`config.mk`:
```
export PLATFORM = sky130hd
export DESIGN_NAME = hsv_to_rgb_converter
export DESIGN_NICKNAME = d
export VERILOG_FILES = /design/src/rtl/core/hsv_pkg.sv /design/src/rtl/core/hsv_front.sv /design/src/rtl/core/hsv_queue.sv /design/src/rtl/core/hsv_back.sv /design/src/rtl/core/hsv_to_rgb_converter.sv
export VERILOG_INCLUDE_DIRS = /design/src /design/src/rtl/core
export SDC_FILE = /design/constraint.sdc
export NUM_CORES = 2
export LEC_CHECK = 0
export ABC_AREA = 1
export BUFFER_PORTS_ARGS = -buffer_cell sky130_fd_sc_hd__buf_2
export CORE_MARGIN = 2
export CORE_UTILIZATION = 60
export DETAILED_ROUTE_END_ITERATION = 10
export PLACE_DENSITY = 0.76
export SYNTH_ARGS = -nofsm -noshare
export SYNTH_HDL_FRONTEND = slang
export SYNTH_SLANG_ARGS = --single-unit
```
`constraint.sdc`:
```
create_clock -name clk -period 16.8 [get_ports clk]
set_clock_uncertainty 0.15 [all_clocks]
set_input_delay 3.36 -clock clk [delete_from_list [all_inputs] [get_ports clk]]
set_output_delay 3.36 -clock clk [all_outputs]
set_load 0.005 [all_outputs]
```
`src/rtl/core/hsv_to_rgb_converter_defines.svh`:
```
// Assertion macros for the HSV to RGB converter.
`ifndef HSV_TO_RGB_CONVERTER_DEFINES_SVH
`define HSV_TO_RGB_CONVERTER_DEFINES_SVH

`ifndef SYNTHESIS
// Checked only while out of reset.
`define HSV_ASSERT(label, prop, msg) \
  label: assert property (@(posedge clk) disable iff (!rst_n) prop) else $error(msg);
// Checked on every edge, reset included.
`define HSV_ASSERT_ALWAYS(label, prop, msg) \
  label: assert property (@(posedge clk) prop) else $error(msg);
`else
`define HSV_ASSERT(label, prop, msg)
`define HSV_ASSERT_ALWAYS(label, prop, msg)
`endif

`endif

```
`src/rtl/core/hsv_pkg.sv`:
```
// Shared types and constants for the HSV to RGB converter.
package hsv_pkg;

  localparam int HUE_W = 9;
  localparam int PCT_W = 7;
  localparam int CH_W  = 8;
  localparam int REM_W = 6;

  localparam int QUEUE_DEPTH = 2;

  localparam logic [HUE_W-1:0] HUE_WRAP   = 9'd360;
  localparam logic [HUE_W-1:0] SECTOR_DEG = 9'd60;
  localparam logic [PCT_W-1:0] PCT_MAX    = 7'd100;
  localparam logic [REM_W-1:0] REM_LIMIT  = 6'd60;
  localparam logic [CH_W-1:0]  CH_MAX     = 8'd255;

  // Elaboration-time table constants.
  localparam longint PCT_FULL   = 100;
  localparam longint PCT_ROUND  = 50;
  localparam longint SEC_SPAN   = 60;
  localparam longint SEC_ROUND  = 30;
  localparam longint REM_TOP    = 59;

  typedef enum logic [2:0] {
    SEC_0 = 3'd0,
    SEC_1 = 3'd1,
    SEC_2 = 3'd2,
    SEC_3 = 3'd3,
    SEC_4 = 3'd4,
    SEC_5 = 3'd5
  } sector_t;

  // One classified pixel as handed from front to back.
  typedef struct packed {
    sector_t          sector;
    logic [REM_W-1:0] rem;
    logic [PCT_W-1:0] sat;
    logic [PCT_W-1:0] val;
  } pix_t;

endpackage

```
`src/rtl/core/hsv_front.sv`:
```
// Front end: hue wrap, sector split and percent clamping of an input beat.
module hsv_front (
  input  logic                        in_valid,
  input  logic [hsv_pkg::HUE_W-1:0]   in_hue_degrees,
  input  logic [hsv_pkg::PCT_W-1:0]   in_saturation_percent,
  input  logic [hsv_pkg::PCT_W-1:0]   in_value_percent,
  input  logic                        q_full,
  output logic                        in_stall,
  output logic                        push,
  output hsv_pkg::pix_t               pix
);

  logic [hsv_pkg::HUE_W-1:0] hue_w;
  logic [hsv_pkg::HUE_W-1:0] base;
  logic [hsv_pkg::HUE_W-1:0] diff;
  hsv_pkg::sector_t          sector;

  assign in_stall = q_full;
  assign push     = in_valid && !q_full;

  always_comb begin
    // Field tops at 511: one subtraction covers the whole range.
    hue_w = (in_hue_degrees >= hsv_pkg::HUE_WRAP) ?
            in_hue_degrees - hsv_pkg::HUE_WRAP : in_hue_degrees;
    if (hue_w >= 9'd300) begin
      sector = hsv_pkg::SEC_5;
      base   = 9'd300;
    end else if (hue_w >= 9'd240) begin
      sector = hsv_pkg::SEC_4;
      base   = 9'd240;
    end else if (hue_w >= 9'd180) begin
      sector = hsv_pkg::SEC_3;
      base   = 9'd180;
    end else if (hue_w >= 9'd120) begin
      sector = hsv_pkg::SEC_2;
      base   = 9'd120;
    end else if (hue_w >= hsv_pkg::SECTOR_DEG) begin
      sector = hsv_pkg::SEC_1;
      base   = hsv_pkg::SECTOR_DEG;
    end else begin
      sector = hsv_pkg::SEC_0;
      base   = '0;
    end
    diff = hue_w - base;

    pix.sector = sector;
    pix.rem    = diff[hsv_pkg::REM_W-1:0];
    pix.sat    = (in_saturation_percent > hsv_pkg::PCT_MAX) ?
                 hsv_pkg::PCT_MAX : in_saturation_percent;
    pix.val    = (in_value_percent > hsv_pkg::PCT_MAX) ?
                 hsv_pkg::PCT_MAX : in_value_percent;
  end

endmodule

```
`src/rtl/core/hsv_queue.sv`:
```
// Two-entry queue between front and back.
module hsv_queue (
  input  logic          clk,
  input  logic          rst_n,
  input  logic          push,
  input  hsv_pkg::pix_t push_data,
  input  logic          pop,
  output logic          full,
  output logic          not_empty,
  output hsv_pkg::pix_t head
);

  localparam int DEPTH = hsv_pkg::QUEUE_DEPTH;
  localparam int PTR_W = (DEPTH > 1) ? $clog2(DEPTH) : 1;
  localparam int CNT_W = $clog2(DEPTH + 1);

  hsv_pkg::pix_t    slot_r [DEPTH];
  logic [PTR_W-1:0] wr_ptr_r;
  logic [PTR_W-1:0] rd_ptr_r;
  logic [CNT_W-1:0] cnt_r;
  logic [CNT_W-1:0] cnt_nxt;

  assign full      = (cnt_r == CNT_W'(DEPTH));
  assign not_empty = (cnt_r != '0);
  assign head      = slot_r[rd_ptr_r];

  always_comb begin
    cnt_nxt = cnt_r;
    if (push && !pop) begin
      cnt_nxt = cnt_r + 1'b1;
    end else if (pop && !push) begin
      cnt_nxt = cnt_r - 1'b1;
    end
  end

  always_ff @(posedge clk) begin
    if (push) begin
      slot_r[wr_ptr_r] <= push_data;
    end
  end

  always_ff @(posedge clk) begin
    if (!rst_n) begin
      wr_ptr_r <= '0;
      rd_ptr_r <= '0;
      cnt_r    <= '0;
    end else begin
      cnt_r <= cnt_nxt;
      if (push) begin
        wr_ptr_r <= (wr_ptr_r == PTR_W'(DEPTH - 1)) ? '0 : wr_ptr_r + 1'b1;
      end
      if (pop) begin
        rd_ptr_r <= (rd_ptr_r == PTR_W'(DEPTH - 1)) ? '0 : rd_ptr_r + 1'b1;
      end
    end
  end

endmodule

```
`src/rtl/core/hsv_back.sv`:
```
// Back end: fixed-point p/q/t pipeline, sector pick and byte scaling.
module hsv_back #(
  parameter int F = 16
) (
  input  logic                       clk,
  input  logic                       rst_n,
  input  logic                       q_valid,
  input  hsv_pkg::pix_t              q_head,
  output logic                       pop,
  output logic                       out_valid,
  input  logic                       out_stall,
  output logic [hsv_pkg::CH_W-1:0]   out_red,
  output logic [hsv_pkg::CH_W-1:0]   out_green,
  output logic [hsv_pkg::CH_W-1:0]   out_blue
);

  localparam int     XW        = F + 1;
  localparam int     PW        = 2 * F + 2;
  localparam int     BW        = F + hsv_pkg::CH_W + 1;
  localparam int     PCT_LUT_N = 2 ** hsv_pkg::PCT_W;
  localparam int     REM_LUT_N = 2 ** hsv_pkg::REM_W;
  localparam longint ONE_L     = longint'(1) << F;
  localparam logic [XW-1:0] ONE  = XW'(1) << F;
  localparam logic [XW-1:0] HALF = XW'(1) << (F - 1);

  typedef logic [XW-1:0] pct_lut_t [PCT_LUT_N];
  typedef logic [XW-1:0] rem_lut_t [REM_LUT_N];

  function automatic pct_lut_t build_pct_lut();
    pct_lut_t lut;
    longint   k;
    for (int i = 0; i < PCT_LUT_N; i++) begin
      k      = (longint'(i) > hsv_pkg::PCT_FULL) ? hsv_pkg::PCT_FULL : longint'(i);
      lut[i] = XW'((k * ONE_L + hsv_pkg::PCT_ROUND) / hsv_pkg::PCT_FULL);
    end
    return lut;
  endfunction

  function automatic rem_lut_t build_rem_lut();
    rem_lut_t lut;
    longint   k;
    for (int i = 0; i < REM_LUT_N; i++) begin
      k      = (longint'(i) > hsv_pkg::REM_TOP) ? hsv_pkg::REM_TOP : longint'(i);
      lut[i] = XW'((k * ONE_L + hsv_pkg::SEC_ROUND) / hsv_pkg::SEC_SPAN);
    end
    return lut;
  endfunction

  localparam pct_lut_t PCT_LUT = build_pct_lut();
  localparam rem_lut_t REM_LUT = build_rem_lut();

  // Q1.F product with round to nearest; operands are at most ONE.
  function automatic logic [XW-1:0] fx_mul(input logic [XW-1:0] a, input logic [XW-1:0] b);
    logic [PW-1:0] prod;
    prod = PW'(a) * PW'(b) + PW'(HALF);
    return prod[2*F:F];
  endfunction

  // x * 255 as a shift and subtract, rounded, capped at 255.
  function automatic logic [hsv_pkg::CH_W-1:0] to_byte(input logic [XW-1:0] x);
    logic [BW-1:0]            w;
    logic [hsv_pkg::CH_W:0]   r;
    w = (BW'(x) << hsv_pkg::CH_W) - BW'(x) + BW'(HALF);
    r = w[BW-1:F];
    return (r > {1'b0, hsv_pkg::CH_MAX}) ? hsv_pkg::CH_MAX : r[hsv_pkg::CH_W-1:0];
  endfunction

  logic en;

  // stage 1: table lookups
  logic             s1_valid_r;
  hsv_pkg::sector_t s1_sector_r;
  logic [XW-1:0]    s1_s_r;
  logic [XW-1:0]    s1_v_r;
  logic [XW-1:0]    s1_f_r;

  // stage 2: first products
  logic             s2_valid_r;
  hsv_pkg::sector_t s2_sector_r;
  logic [XW-1:0]    s2_v_r;
  logic [XW-1:0]    s2_p_r;
  logic [XW-1:0]    s2_sf_r;
  logic [XW-1:0]    s2_sg_r;
  logic [XW-1:0]    s2_p_nxt;
  logic [XW-1:0]    s2_sf_nxt;
  logic [XW-1:0]    s2_sg_nxt;

  // stage 3: q and t
  logic             s3_valid_r;
  hsv_pkg::sector_t s3_sector_r;
  logic [XW-1:0]    s3_v_r;
  logic [XW-1:0]    s3_p_r;
  logic [XW-1:0]    s3_q_r;
  logic [XW-1:0]    s3_t_r;
  logic [XW-1:0]    s3_q_nxt;
  logic [XW-1:0]    s3_t_nxt;

  // stage 4: output register
  logic                     out_valid_r;
  logic [hsv_pkg::CH_W-1:0] red_r;
  logic [hsv_pkg::CH_W-1:0] green_r;
  logic [hsv_pkg::CH_W-1:0] blue_r;
  logic [XW-1:0]            r_sel;
  logic [XW-1:0]            g_sel;
  logic [XW-1:0]            b_sel;

  assign en  = !(out_valid_r && out_stall);
  assign pop = en && q_valid;

  assign s2_p_nxt  = fx_mul(s1_v_r, ONE - s1_s_r);
  assign s2_sf_nxt = fx_mul(s1_s_r, s1_f_r);
  assign s2_sg_nxt = fx_mul(s1_s_r, ONE - s1_f_r);

  assign s3_q_nxt = fx_mul(s2_v_r, ONE - s2_sf_r);
  assign s3_t_nxt = fx_mul(s2_v_r, ONE - s2_sg_r);

  // Zero saturation needs no own path: p, q and t all equal v then.
  always_comb begin
    case (s3_sector_r)
      hsv_pkg::SEC_1: begin
        r_sel = s3_q_r; g_sel = s3_v_r; b_sel = s3_p_r;
      end
      hsv_pkg::SEC_2: begin
        r_sel = s3_p_r; g_sel = s3_v_r; b_sel = s3_t_r;
      end
      hsv_pkg::SEC_3: begin
        r_sel = s3_p_r; g_sel = s3_q_r; b_sel = s3_v_r;
      end
      hsv_pkg::SEC_4: begin
        r_sel = s3_t_r; g_sel = s3_p_r; b_sel = s3_v_r;
      end
      hsv_pkg::SEC_5: begin
        r_sel = s3_v_r; g_sel = s3_p_r; b_sel = s3_q_r;
      end
      default: begin
        r_sel = s3_v_r; g_sel = s3_t_r; b_sel = s3_p_r;
      end
    endcase
  end

  always_ff @(posedge clk) begin
    if (en) begin
      s1_sector_r <= q_head.sector;
      s1_s_r      <= PCT_LUT[q_head.sat];
      s1_v_r      <= PCT_LUT[q_head.val];
      s1_f_r      <= REM_LUT[q_head.rem];

      s2_sector_r <= s1_sector_r;
      s2_v_r      <= s1_v_r;
      s2_p_r      <= s2_p_nxt;
      s2_sf_r     <= s2_sf_nxt;
      s2_sg_r     <= s2_sg_nxt;

      s3_sector_r <= s2_sector_r;
      s3_v_r      <= s2_v_r;
      s3_p_r      <= s2_p_r;
      s3_q_r      <= s3_q_nxt;
      s3_t_r      <= s3_t_nxt;

      red_r       <= to_byte(r_sel);
      green_r     <= to_byte(g_sel);
      blue_r      <= to_byte(b_sel);
    end
  end

  always_ff @(posedge clk) begin
    if (!rst_n) begin
      s1_valid_r  <= 1'b0;
      s2_valid_r  <= 1'b0;
      s3_valid_r  <= 1'b0;
      out_valid_r <= 1'b0;
    end else if (en) begin
      s1_valid_r  <= q_valid;
      s2_valid_r  <= s1_valid_r;
      s3_valid_r  <= s2_valid_r;
      out_valid_r <= s3_valid_r;
    end
  end

  assign out_valid = out_valid_r;
  assign out_red   = red_r;
  assign out_green = green_r;
  assign out_blue  = blue_r;

endmodule

```
`src/rtl/core/hsv_to_rgb_converter.sv`:
```
// Top level of the HSV to RGB pixel converter.
//
//   channel  dir  handshake           beat payload
//   in_      in   in_valid/in_stall   hue_degrees[8:0], saturation_percent[6:0],
//                                     value_percent[6:0]
//   out_     out  out_valid/out_stall red[7:0], green[7:0], blue[7:0]
//
// Throughput: one beat per clock in and out, sustained while no finished beat waits on out_stall.
// Path: each input beat passes the queue, then the back-end chain: table
//   lookup, two dependent Q1.F products, byte scaling.
// Reset (rst_n low, synchronous) empties the queue and all pipeline valids.
// out_stall freezes the whole back end while a finished beat waits; the front keeps
//   taking beats until the two-entry queue is full, and only then raises in_stall.
`include "hsv_to_rgb_converter_defines.svh"

module hsv_to_rgb_converter #(
  parameter int FRACTION_BITS = 16
) (
  input  logic                      clk,
  input  logic                      rst_n,
  // input beat
  input  logic                      in_valid,
  output logic                      in_stall,
  input  logic [hsv_pkg::HUE_W-1:0] in_hue_degrees,
  input  logic [hsv_pkg::PCT_W-1:0] in_saturation_percent,
  input  logic [hsv_pkg::PCT_W-1:0] in_value_percent,
  // output beat
  output logic                      out_valid,
  input  logic                      out_stall,
  output logic [hsv_pkg::CH_W-1:0]  out_red,
  output logic [hsv_pkg::CH_W-1:0]  out_green,
  output logic [hsv_pkg::CH_W-1:0]  out_blue
);

  // front -> queue
  logic          push;
  hsv_pkg::pix_t front_pix;
  logic          q_full;

  // queue -> back
  logic          q_valid;
  hsv_pkg::pix_t q_head;
  logic          pop;

  // Front: wraps hue past 360, splits into sector and remainder degrees,
  // clamps saturation and value to 100. Purely combinational.
  hsv_front u_front (
    .in_valid              (in_valid),
    .in_hue_degrees        (in_hue_degrees),
    .in_saturation_percent (in_saturation_percent),
    .in_value_percent      (in_value_percent),
    .q_full                (q_full),
    .in_stall              (in_stall),
    .push                  (push),
    .pix                   (front_pix)
  );

  // Short queue so the input side keeps moving while the output is held.
  hsv_queue u_queue (
    .clk       (clk),
    .rst_n     (rst_n),
    .push      (push),
    .push_data (front_pix),
    .pop       (pop),
    .full      (q_full),
    .not_empty (q_valid),
    .head      (q_head)
  );

  // Back: four register stages, one shared enable that drops only while a
  // finished beat waits on out_stall.
  hsv_back #(
    .F (FRACTION_BITS)
  ) u_back (
    .clk       (clk),
    .rst_n     (rst_n),
    .q_valid   (q_valid),
    .q_head    (q_head),
    .pop       (pop),
    .out_valid (out_valid),
    .out_stall (out_stall),
    .out_red   (out_red),
    .out_green (out_green),
    .out_blue  (out_blue)
  );

  // The queue can only fill up behind a stalled output.
  `HSV_ASSERT(a_stall_needs_backpressure, in_stall |-> $past(out_valid && out_stall), "in_stall without output backpressure")

  // Remainder within a sector stays below 60 degrees after the hue wrap.
  `HSV_ASSERT(a_rem_in_sector, push |-> (front_pix.rem < hsv_pkg::REM_LIMIT), "hue remainder out of sector")

  // Reset leaves both channels quiet.
  `HSV_ASSERT_ALWAYS(a_reset_quiet, !rst_n |=> (!out_valid && !in_stall), "channels active after reset")

endmodule

```
==> Yosys cells after proc, flatten, opt, wreduce, memory -nomap -nowiden <==
Memories as Yosys holds them, arrays and structs flattened. A register that Yosys moved wholly into a read port is not among the register bits.
Index checks and enable logic that the tools add are counted.
{ "classes": {"order_cmp": 11, "multipliers": 5, "muxes": 24, "n_eq_ne": 6, "reduce_logical": 18, "n_addsub": 21, "bitwise_logic": 3} }
{ "op_table": {"columns": ["operator", "n"], "rows": [
  ["33-bit by 16-bit adder with 33-bit output (second input constant)", 5],
  ["17-bit by 17-bit multiplier with 33-bit output", 5],
  ["17-bit case mux with 3 select lines", 3],
  ["25-bit by 16-bit adder with 25-bit output (second input constant)", 3],
  ["25-bit by 17-bit subtractor with 25-bit output", 3],
  ["17-bit subtractor (first input constant)", 4],
  ["6-bit two-way mux", 5],
  ["9-bit by 8-bit > comparator with 1-bit output (second input constant)", 3],
  ["9-bit by 8-bit >= comparator with 1-bit output (second input constant)", 2],
  ["9-bit >= comparator (second input constant)", 2],
  ["7-bit inverter with 8-bit output", 2],
  ["7-bit > comparator (second input constant)", 2],
  ["7-bit two-way mux", 2],
  ["3-bit two-way mux", 4],
  ["9-bit by 6-bit >= comparator with 1-bit output (second input constant)", 1],
  ["9-bit by 7-bit >= comparator with 1-bit output (second input constant)", 1],
  ["9-bit two-way mux", 1],
  ["9-bit subtractor (second input constant)", 1],
  ["2-bit OR reduction", 4],
  ["1-bit zero test", 7],
  ["1-bit two-way mux", 7],
  ["6-bit inverter with 7-bit output", 1],
  ["3-bit by 2-bit == test with 1-bit output (second input constant)", 2],
  ["3-bit == test (second input constant)", 2],
  ["9 further kinds", 16]
]} }
{ "totals": {"n_memories": 4, "elab_cells": 113, "mem_bits_rw": 46, "romBits": 5440, "output_inout_bits": 26, "reg_bits": 177, "in_bits": 27} }
{ "memory_table": {"columns": ["name", "depth", "width", "read_ports", "rd_clocked_by_memory_dff", "write_ports", "line_no", "rtl"], "rows": [
  ["(name not given)", 128, 17, 1, 1, 0, "hsv_back.sv:144", "s1_s_r <= PCT_LUT[q_head.sat];"],
  ["(name not given)", 128, 17, 1, 1, 0, "hsv_back.sv:145", "s1_v_r <= PCT_LUT[q_head.val];"],
  ["(name not given)", 64, 17, 1, 1, 0, "hsv_back.sv:146", "s1_f_r <= REM_LUT[q_head.rem];"],
  ["u_queue.slot_r", 2, 23, 1, 1, 1, "hsv_queue.sv:17", "hsv_pkg::pix_t slot_r [DEPTH];"]
]} }

==> Depth between registers and ports, before layout <==
{ "depth": {"word_depth": 9, "ltp_mapped": 38, "mapped_depth_nobuf": 35} }

==> Hierarchy <==
Synthesis repeated with hierarchy kept, for this count alone.
{ "unflattened": {"cells_unflattened": 8556, "hier_area_um2": 66694.0} }
{ "by_module_without_submodules": {"columns": ["module", "seq_area_each_um2", "area_per_inst_um2", "cells_per_inst", "n_inst"], "rows": [
  ["hsv_back", 6446.2, 64079.0, 8310, 1],
  ["hsv_queue", 1481.4, 1890.6, 106, 1],
  ["hsv_front", 0.0, 724.4, 140, 1]
]} }

==> Least setup slack after synthesis <==
Ideal clock, no wire load.
{ "synth_timing": {"path_kind": "input -> register", "startpoint": "input port out_stall", "endpoint": "register u_queue.cnt_r[1]", "arrival_time_ns": 9.734, "setup_slack_ns": 6.794, "path_buffers": 0, "stages": 9, "setup_time_ns": 0.122, "required_ns": 16.528, "cell_sequence": "nand2_1 inv_1 a21oi_1 inv_1 ha_1 a21oi_1 o21ai_0 o21ai_0 a21oi_1"} }
{ "synth_between": {"elab_chain_cells": 6, "word_cells_on_any_way": 8, "classes_between": "mux (1); reduce/logical (7)"} }
{ "synth_lines": {"columns": ["item", "line_no", "rtl"], "rows": [
  ["from (decl)", "hsv_to_rgb_converter.sv:29", "input logic out_stall,"],
  ["1-bit logical AND *", "hsv_back.sv:107", "assign en = !(out_valid_r && out_stall);"],
  ["1-bit zero test *", "hsv_back.sv:107", null],
  ["1-bit logical AND *", "hsv_back.sv:108", "assign pop = en && q_valid;"],
  ["1-bit zero test", "hsv_queue.sv:29", "if (push && !pop) begin"],
  ["1-bit logical AND", "hsv_queue.sv:29", null],
  ["2-bit two-way mux / 2-bit nonzero test (equally long branches)", null, null],
  ["to (signal assigned)", "hsv_queue.sv:48", "cnt_r <= cnt_nxt;"],
  ["to (decl)", "hsv_queue.sv:20", "logic [CNT_W-1:0] cnt_r;"]
]} }
Every way passes the cells marked *; elsewhere a longest branch is shown, timed or not.
A chain may end at the register's enable or synchronous reset.

==> Worst setup path after layout <==
{ "layout_timing": {"startpoint": "register u_back.s2_sf_r[0]", "endpoint": "register u_back.s3_q_r[13] (data pin)"} }
{ "layout_between": {"elab_chain_cells": 3} }
{ "layout_lines": {"columns": ["item", "line_no", "rtl"], "rows": [
  ["from (decl)", "hsv_back.sv:82", "logic [XW-1:0] s2_sf_r;"],
  ["from (signal assigned)", "hsv_back.sv:151", "s2_sf_r <= s2_sf_nxt;"],
  ["17-bit subtractor", "hsv_back.sv:114", "assign s3_q_nxt = fx_mul(s2_v_r, ONE - s2_sf_r);"],
  ["17-bit by 17-bit multiplier with 33-bit output", "hsv_back.sv:55", "prod = PW'(a) * PW'(b) + PW'(HALF);"],
  ["33-bit by 16-bit adder with 33-bit output", "hsv_back.sv:55", null],
  ["named net u_back.s3_q_nxt[13]", "hsv_back.sv:95", "logic [XW-1:0] s3_q_nxt;"],
  ["to (signal assigned)", "hsv_back.sv:157", "s3_q_r <= s3_q_nxt;"],
  ["to (decl)", "hsv_back.sv:93", "logic [XW-1:0] s3_q_r;"]
]} }
The timed path passes the listed nets, and every way through them passes these cells.

==> impl_metrics.tcl <==
set metrics [dict create \
    ios 53 \
    routed_wl_mm 195 \
    tightest_slew_ns 1.16 \
    drc_errors 0 \
    core_area_sq_um 109000 \
    insertedDiodeCount 0 \
    gr-usage-all-layers_pct 35.3 \
    setup_viol 0 \
    largest_reg_flops 46 \
    endpoint_kind "flip-flop" \
    startpoint_type "flip-flop" \
    drt_iter0_drc 5131 \
    portBuffers 52 \
    ff2ff_path_depth 29 \
    ant_nets 0 \
    cap_violations 0 \
    insertion_delay_ns 0.62 \
    synth-main-ff-cell "edfxtp_1" \
    status "complete, no violations" \
    cts_setup_buffers 0 \
    final-max-slew-violation-count 0 \
    die_h_microns 336 \
    vias 56800 \
    cts_buffer_depth 3 \
    overflow 0 \
    crit_top_cell "inv_1" \
    clock-root-buffer "clkbuf_16" \
    hpwl_mm 157 \
    core.rowCount 121 \
    final_hold_viol_count 0 \
    crit_path_top_delay_cell "edfxtp_1" \
    fmax_mhz 119 \
    grt_pass1_wl_mm 312 \
    dr.pass1.iters 7 \
    grt_pass1_vias 57800 \
    rr_endpoint "u_back.s3_q_r[13]$_DFFE_PN_" \
    synth_top_area_share_pct 33.2 \
    period_share_pct 50.2 \
    yosysSeqAreaShare_pct 12.0 \
    die_w_microns 336 \
    fin_nets 10300 \
    ctsHoldBuffers 0 \
    cts_buffers 35 \
    required_ns 16.97 \
    cpPeakStageDelay_ns 0.73 \
    hold_path.startpoint "u_back.s2_sector_r[1]$_DFFE_PN_" \
    netlist_area_sq_um 66300 \
    netlist-cell-type-count 63 \
    async_flop_share_pct 0 \
    syn_nets 10400 \
    rsz0062_at_grt "false" \
    avgRoutedWirePerCell_microns 19.4 \
    min_path_cells 0 \
    vias_per_cell 5.66 \
    fin_setup_tns_ns 0 \
    gp_congestion 1.02 \
    hold_path_end "u_back.s3_sector_r[1]$_DFFE_PN_" \
    reg2reg_from "u_back.s2_sf_r[0]$_DFFE_PN_" \
    drive_gt1_share_pct 2.81 \
    dieArea_sq_um 113000 \
    avgSynthCellArea_sq_um 7.70 \
    cts_tree "yes" \
    syn_inst 8607 \
    hp-class "reg2reg" \
    antenna_found_initial 2 \
    crit_type "reg2reg" \
    htree_num_levels 2 \
    synth_top_area_cell "fa_1" \
    worstPathMaxFanout 17 \
    start_util_pct 60.7 \
    synthTopCellsByArea "fa_1 (33%), ha_1 (13%), inv_1 (12%)" \
    clock-sinks 267 \
    syn2layout_area_growth_pct 4.22 \
    synth_warnings 0 \
    grt_max_degree 167 \
    synth_edf_count 258 \
    cts_resized 0 \
    reg2reg_slack_ns 8.37 \
    clk_pin_slew_ns 0.06 \
    period_minus_slack_ns 8.43 \
    regMostFlops "u_queue.slot_r" \
    relSlewSlack_pct 22.0 \
    synth-seq-cells 267 \
    arrival_ns 8.60 \
]
[how the worst max path moves through the flow]
stage	start	end	slack [ns]	cells past startpoint
after CTS	u_back.s1_s_r[0]$_DFFE_PN_	u_back.s2_p_r[13]$_DFFE_PN_	8.57	34
after detailed placement	u_back.s1_s_r[0]$_DFFE_PN_	u_back.s2_p_r[13]$_DFFE_PN_	8.60	34
after global placement	u_back.s2_sf_r[0]$_DFFE_PN_	u_back.s3_q_r[13]$_DFFE_PN_	8.70	29
after global routing	u_back.s2_sf_r[0]$_DFFE_PN_	u_back.s3_q_r[11]$_DFFE_PN_	7.91	31
final	u_back.s2_sf_r[0]$_DFFE_PN_	u_back.s3_q_r[13]$_DFFE_PN_	8.37	29
after floorplan	out_stall	u_queue.cnt_r[1]$_SDFFE_PN0P_	6.79	9
[layout make-up]
type,count,area [sq um]
Clock buffer,43,937
Multi-Input combinational cell,5876,49000
Clock inverter,20,216
Fill cell,9776,40100
Inverter,2244,8430
Timing Repair Buffer,106,678
Tap cell,1476,1850
Sequential cell,267,7930
[layer usage]
layer	up-vias	GRT usage, %	wire length [microns]
met5	-	0	23
met4	4	14.7	9730
met3	594	7.01	19700
met2	3061	55.9	87000
met1	27300	47.6	78200
li1	25900	-	-
[logic make-up after synthesis]
logic type               synth area share [%]
AND/OR/NAND/NOR                          19.4
XOR/XNOR                                 1.20
adder cells (fa/ha/maj)                  46.3
flip-flops                               12.0
buffers and inverters                    14.1
AO/OA/AOI/OAI                            7.07
[cells in the mapped netlist (all sizes together), types with 2 or more instances]
master / instances
a211o: 3
a211oi: 17
a21boi: 6
a21o: 19
a21oi: 311
a221oi: 14
a22oi: 6
a31oi: 43
a32oi: 3
a41oi: 2
and2: 2
and3: 3
buf: 48
clkbuf: 172
clkinv: 49
dfxtp: 9
edfxtp: 258
fa: 1100
ha: 689
inv: 2195
nand2: 1841
nand3: 303
nand3b: 11
nand4: 52
nor2: 839
nor3: 77
nor4: 21
o2111ai: 10
o211ai: 33
o21a: 12
o21ai: 274
o21bai: 17
o221ai: 16
o22ai: 15
o311ai: 3
o31ai: 7
or2: 31
xnor2: 28
xor2: 62
[through the flow]
stage	area (sq um)	cells	setup slack (ns)	hold slack (ns)	utilization (%)
6_report	69100	10000	8.37	0.269	63.3
5_1_grt	69100	10000	7.91	0.287	63.3
4_1_cts	69100	10000	8.57	0.258	63.3
3_5_place_dp	67900	9969	8.60	0.255	62.2
3_3_place_gp	67900	9969	8.70	0.251	62.2
2_1_floorplan	66300	8607	6.79	0.250	-
[critical path: cells and delay by family (launching register included)]
kind            cells  cell delay (ns)
fa+ha+maj           8             3.59
xor+xnor            1             0.17
simple gates        9             1.75
buf+inv             8             1.28
flops               1             0.73
compound gates      3             0.48
[cells in the final DEF (no fill, tap or decap), types with 7 or more instances in the layout]
master / instances
fa_1: 1100
xor2_1: 61
a31oi_1: 43
nor2_1: 821
buf_4: 53
inv_1: 2187
a211oi_1: 17
a21o_1: 19
o221ai_1: 16
xnor2_1: 28
nand3_1: 298
o21ai_0: 256
edfxtp_1: 258
nand4_1: 51
a221oi_1: 14
o211ai_1: 33
dfxtp_1: 9
o21a_1: 12
o22ai_1: 15
buf_2: 52
o21bai_1: 17
ha_1: 689
o21ai_1: 14
nor2_2: 15
nand3b_1: 11
clkbuf_16: 36
o31ai_1: 7
o2111ai_1: 10
nand2_1: 1825
nor3_1: 75
nor4_1: 21
a21oi_1: 311
clkinv_1: 50
nand2_2: 12
or2_2: 23
Power is left out: the tool's default activity adds up to more than one toggle a clock period on the data nets, which glitch-free logic cannot reach.
